===== src/design/lcsc_horner.sv =====
`timescale 1ns / 1ps
// Three Horner iterations h = rnd(h*mu) + c, each a multiply stage then a round/add stage.
// Depends on lcsc_pkg only through the top level's widths.
module lcsc_horner #(
	parameter int HW = 21,
	parameter int FB = 12
) (
	input  logic                        clk,
	input  logic                        arst_n,
	input  logic                        in_valid,
	output logic                        in_ready,
	input  logic [FB-1:0]               in_mu,
	input  logic signed [3:0][HW-1:0]   in_coef,
	output logic                        out_valid,
	input  logic                        out_ready,
	output logic signed [HW-1:0]        out_h
);
	localparam int PW   = HW + FB + 1;
	localparam int NIT  = 3;
	localparam logic [PW:0] HALF = (PW + 1)'(1) << (FB - 1);

	// Per iteration: multiply stage (_sm) and round/add stage (_sa)
	logic                      valid_sm [NIT];
	logic signed [PW-1:0]      prod_sm  [NIT];
	logic [FB-1:0]             mu_sm    [NIT];
	logic signed [3:0][HW-1:0] coef_sm  [NIT];
	logic                      valid_sa [NIT];
	logic signed [HW-1:0]      h_sa     [NIT];
	logic [FB-1:0]             mu_sa    [NIT];
	logic signed [3:0][HW-1:0] coef_sa  [NIT];

	logic                      rdy_sm   [NIT];
	logic                      rdy_sa   [NIT];
	logic                      src_valid[NIT];
	logic signed [HW-1:0]      src_h    [NIT];
	logic [FB-1:0]             src_mu   [NIT];
	logic signed [3:0][HW-1:0] src_coef [NIT];
	logic                      dst_ready[NIT];

	for (genvar k = 0; k < NIT; k++) begin : g_it
		logic signed [PW:0] rsum;
		logic signed [PW:0] rsh;

		if (k == 0) begin : g_first
			assign src_valid[k] = in_valid;
			assign src_h[k]     = $signed(in_coef[0]);
			assign src_mu[k]    = in_mu;
			assign src_coef[k]  = in_coef;
		end else begin : g_next
			assign src_valid[k] = valid_sa[k-1];
			assign src_h[k]     = h_sa[k-1];
			assign src_mu[k]    = mu_sa[k-1];
			assign src_coef[k]  = coef_sa[k-1];
		end

		if (k == NIT - 1) begin : g_last
			assign dst_ready[k] = out_ready;
		end else begin : g_mid
			assign dst_ready[k] = rdy_sm[k+1];
		end

		assign rdy_sa[k] = !valid_sa[k] || dst_ready[k];
		assign rdy_sm[k] = !valid_sm[k] || rdy_sa[k];

		always_ff @(posedge clk or negedge arst_n) begin
			if (!arst_n) begin
				valid_sm[k] <= 1'b0;
				valid_sa[k] <= 1'b0;
			end else begin
				if (rdy_sm[k])
					valid_sm[k] <= src_valid[k];
				if (rdy_sa[k])
					valid_sa[k] <= valid_sm[k];
			end
		end

		always_ff @(posedge clk) begin
			if (rdy_sm[k]) begin
				prod_sm[k] <= PW'(src_h[k]) * PW'($signed({1'b0, src_mu[k]}));
				mu_sm[k]   <= src_mu[k];
				coef_sm[k] <= src_coef[k];
			end
		end

		// Round half up, then add the next coefficient
		always_comb begin
			rsum = {prod_sm[k][PW-1], prod_sm[k]} + $signed(HALF);
			rsh  = rsum >>> FB;
		end

		always_ff @(posedge clk) begin
			if (rdy_sa[k]) begin
				h_sa[k]    <= rsh[HW-1:0] + coef_sm[k][k+1];
				mu_sa[k]   <= mu_sm[k];
				coef_sa[k] <= coef_sm[k];
			end
		end
	end

	assign in_ready  = rdy_sm[0];
	assign out_valid = valid_sa[NIT-1];
	assign out_h     = h_sa[NIT-1];

endmodule


===== config.mk =====
export PLATFORM = sky130hd
export DESIGN_NAME = lcsc_horner
export DESIGN_NICKNAME = d
export VERILOG_FILES = /design/src/design/lcsc_horner.sv
export SDC_FILE = /design/constraint.sdc
export NUM_CORES = 2
export LEC_CHECK = 0
export BUFFER_PORTS_ARGS = -buffer_cell sky130_fd_sc_hd__buf_4
export CORE_MARGIN = 2
export CORE_UTILIZATION = 45
export DETAILED_ROUTE_END_ITERATION = 16
export PLACE_DENSITY = 0.64
export RECOVER_POWER = 25
export SLEW_MARGIN = 20
export SYNTH_ARGS = -nofsm -noshare
export SYNTH_HDL_FRONTEND = slang
export SYNTH_SLANG_ARGS = --single-unit

===== constraint.sdc =====
create_clock -name clk -period 15 [get_ports clk]
set_clock_uncertainty 0.15 [all_clocks]
set_input_delay 1.5 -clock clk [delete_from_list [all_inputs] [get_ports clk]]
set_output_delay 1.5 -clock clk [all_outputs]
set_load 0.02 [all_outputs]

==> summary.txt <==
Floorplan
  • Initial core utilization: 0.4523
  • IO Pins: 123
  • FP Rows: 110
  • Die width: 304.1 um
  • Placeable Area: 0.08960 sq mm
  • Die H: 304.1 um
  • Die area: 0.09247 sq mm

CTS
  • Num CTS Buffers: 40
  • CTS root buffer: clkbuf_16
  • Post-cts resize count: 0
  • Clock-pin slew on the worst setup and hold paths: 0.06 ns
  • Cts hold-fix bufs: 0
  • Post-CTS setup buffer count: 0
  • H-tree Lvls: 2
  • CTS tree: built
  • Clk Latency, worst-skew pair: 0.59 ns
  • Clock buffer depth: 3
  • Clock net sink count: 372

Synth
  • Most instantiated cells after synthesis: inv_1 (892), fa_1 (675), nand2_1 (460)
  • Yosys cell types: 61
  • Yosys top cell area share: 0.3335
  • Area contributors post-synth: fa_1 (33%), edfxtp_1 (27%), ha_1 (8.4%)
  • Synthesized area: 0.04052 sq mm
  • Synthesized area per cell: 10.54 sq um
  • Yosys reg bits: 372
  • EDFF count, synth: 366
  • Yosys top cell by area: fa_1
  • Sequential area share after synthesis: 0.2749
  • Post-synthesis async set-or-reset flop share: 0.01613
  • Top-count cell post-synth: inv_1
  • Cell count after synthesis: 3845
  • Top_reg_cell synth: edfxtp_1
  • Yosys warnings: 0
  • Mapped Nets: 4893

Setup path
  • Setup slack, reg-to-reg: 8.24 ns
  • Top cell by count, worst path: fa_1
  • Worst-path cell chain: buf_4, and2_1, fa_1, inv_1, fa_1, inv_1, fa_1, inv_1, fa_1, inv_1, fa_1, ha_1, a21oi_2, o211ai_1, a2111oi_2, o211ai_1, a311o_4, a31oi_4, a21oi_1, nor3_2, o21bai_1, xnor2_1
  • CP Capture Type: flip-flop
  • Buf/Inv on CP: 5
  • CP peak stage delay: 0.53 ns
  • Slowest CP cell: fa_1
  • CP required: 15.20 ns
  • Kind of cell adding the most delay to the critical path: adder cells
  • Worst EP arrival: 7.11 ns
  • Crit Path Class: input pin to flip-flop
  • Crit-path max FO: 22
  • Crit path launch type: input pin

Cells and area
  • Layout cells sized above 1: 0.05571
  • Synth-to-layout area growth: 7.830%
  • Total Nets Final: 4911

Drt
  • Drt first-iter violations: 1133
  • Drc violations: 0
  • Final wirelength: 80350 um
  • WL/cell: 15.84 um
  • Final ANT Viol Nets: 0
  • Via/cell ratio: 4.894
  • Via count: 24830
  • DRT Pass-1 Iters: 5

Global route
  • Vias in the first global route: 26710
  • All-Layer GR Usage: 0.1832
  • Gr ovfl total: 0
  • First-pass GRT wire length: 136700 um
  • Initial antenna violation count: 3
  • Largest net degree at the start of global routing: 61

STA
  • Fin. Hold Viols: 0
  • RSZ-0062 raised after global routing: false
  • Final period util: 0.4606
  • Max_slew headroom: 0.2583
  • Final setup vio count: 0
  • Slew Limit Fails: 0
  • Worst Tran Pin Value: 1.112 ns
  • Max frequency: 144.7 MHz
  • Min cycle time layout: 6.910 ns
  • Setup TNS Final: 0 ns

Run
  • Max Cap Viol: 0

Worst hold path
  • Hold Crit Class: flip-flop to flip-flop

Place
  • IO buf count: 122
  • Dpl hpwl: 64190 um
  • GPL Wtd Cong: 0.8352

Status
  • Status: finished, final reports clean
[routing by layer]
metal  global-route usage  share of wire  vias to the layer above  routed length, um
li1                     -              -                    11690                  -
met1               0.2265           0.42                    12660              33710
met2               0.3356           0.52                      375              41920
met3              0.02291          0.035                      100               2839
met4              0.05126          0.023                        2               1863
met5                    0        0.00016                        -                 13
[metrics by stage]
| stage | setup slack, ns | std cells | hold WS, ns | util | area (sq um) |
|---|---|---|---|---|---|
| floorplan | 7.396 | 3845 | 0.2503 | - | 40520 |
| global placement | 7.478 | 4997 | 0.2506 | 0.4727 | 42350 |
| detailed placement | 7.496 | 4997 | 0.2545 | 0.4727 | 42350 |
| CTS | 8.122 | 5071 | 0.2425 | 0.4880 | 43720 |
| global route | 7.715 | 5071 | 0.2472 | 0.4876 | 43690 |
| finish | 8.090 | 5073 | 0.2561 | 0.4877 | 43700 |
[final timing paths]
kind | startpoint | endpoint | cells past startpoint
setup / recovery | in_mu[1] | prod_sm[0][32]$_DFFE_PP_ | 22
hold / removal | mu_sm[0][22]$_DFFE_PP_ | mu_sa[0][22]$_DFFE_PP_ | 0
setup reg to reg | mu_sa[0][1]$_DFFE_PP_ | prod_sm[0][66]$_DFFE_PP_ | 21
hold reg to reg | mu_sm[0][22]$_DFFE_PP_ | mu_sa[0][22]$_DFFE_PP_ | 0
max in group asynchronous | arst_n | valid_sm[0]$_DFFE_PN0P_ | 1
min in group asynchronous | arst_n | src_valid[1]$_DFFE_PN0P_ | 1
[worst reg2reg max path: stages, from the launching register on]
cell and delay [ns]:
edfxtp_1 0.73, and2_1 0.32, fa_1 0.53, inv_1 0.05, fa_1 0.48, inv_1 0.06, fa_1 0.50, inv_1 0.06
fa_1 0.53, inv_1 0.05, fa_1 0.43, ha_1 0.30, nand2_1 0.06, or4_1 0.56, a211oi_2 0.34, o21a_1 0.21
o21ai_2 0.11, o211ai_2 0.24, nand3_2 0.14, a31oi_1 0.31, nor4_1 0.09, a311oi_1 0.30
[flip-flops by register name (all words and copies together) (netlist names)]
register,cells
src_valid,2
out_valid,1
valid_sm,3
coef_sa,63
h_sa,63
mu_sm,24
prod_sm,66
coef_sm,126
mu_sa,24
[placed cells by master, fill, tap and decap left out, types with 7 or more instances in the layout]
cell       Yosys  final
nor2b_1       21     21
clkinv_2       0      7
nor3_1        30     30
and3_1        20     20
o21bai_1       7      7
xor2_1        52     52
clkbuf_16      0     40
nor2_1        85     85
nand2b_1      11     11
o21ai_0       35     35
o21a_1        16     16
nand3_1       49     47
o211ai_1       9      9
nand2_1      460    458
inv_1        892    891
and2_1       354    354
edfxtp_1     366    366
clkbuf_4       0     25
fa_1         675    675
clkbuf_1     135     16
clkinv_1       0      7
a21oi_1       64     64
a31oi_1        7      7
nand4_1       18     18
a21o_1        35     35
ha_1         273    273
xnor2_1      140    140
buf_4         21    100
[cell families after synthesis]
kind of cell / after synthesis / synth area share
DFF: 372 / 0.2749
and+or+nand+nor: 1064 / 0.1285
AOI/OAI and AO/OA: 220 / 0.03825
xor gates and xnor gates: 192 / 0.04150
adders and majority gates: 948 / 0.4177
buffers and inverters: 1049 / 0.09911
[final cells by class]
class	instances	area, sq um
fillers	8166	45900
multi-input cells	2424	25390
flip-flops and latches	372	11140
inverters	892	3349
well taps	1176	1471
clock buffers	48	1031
repair buffers	133	968.4
clock inverters	26	336.6
diodes	2	5.005
Power is not shown: default switching activity piles up to over one toggle a cycle in this logic, so the estimate is an artifact.
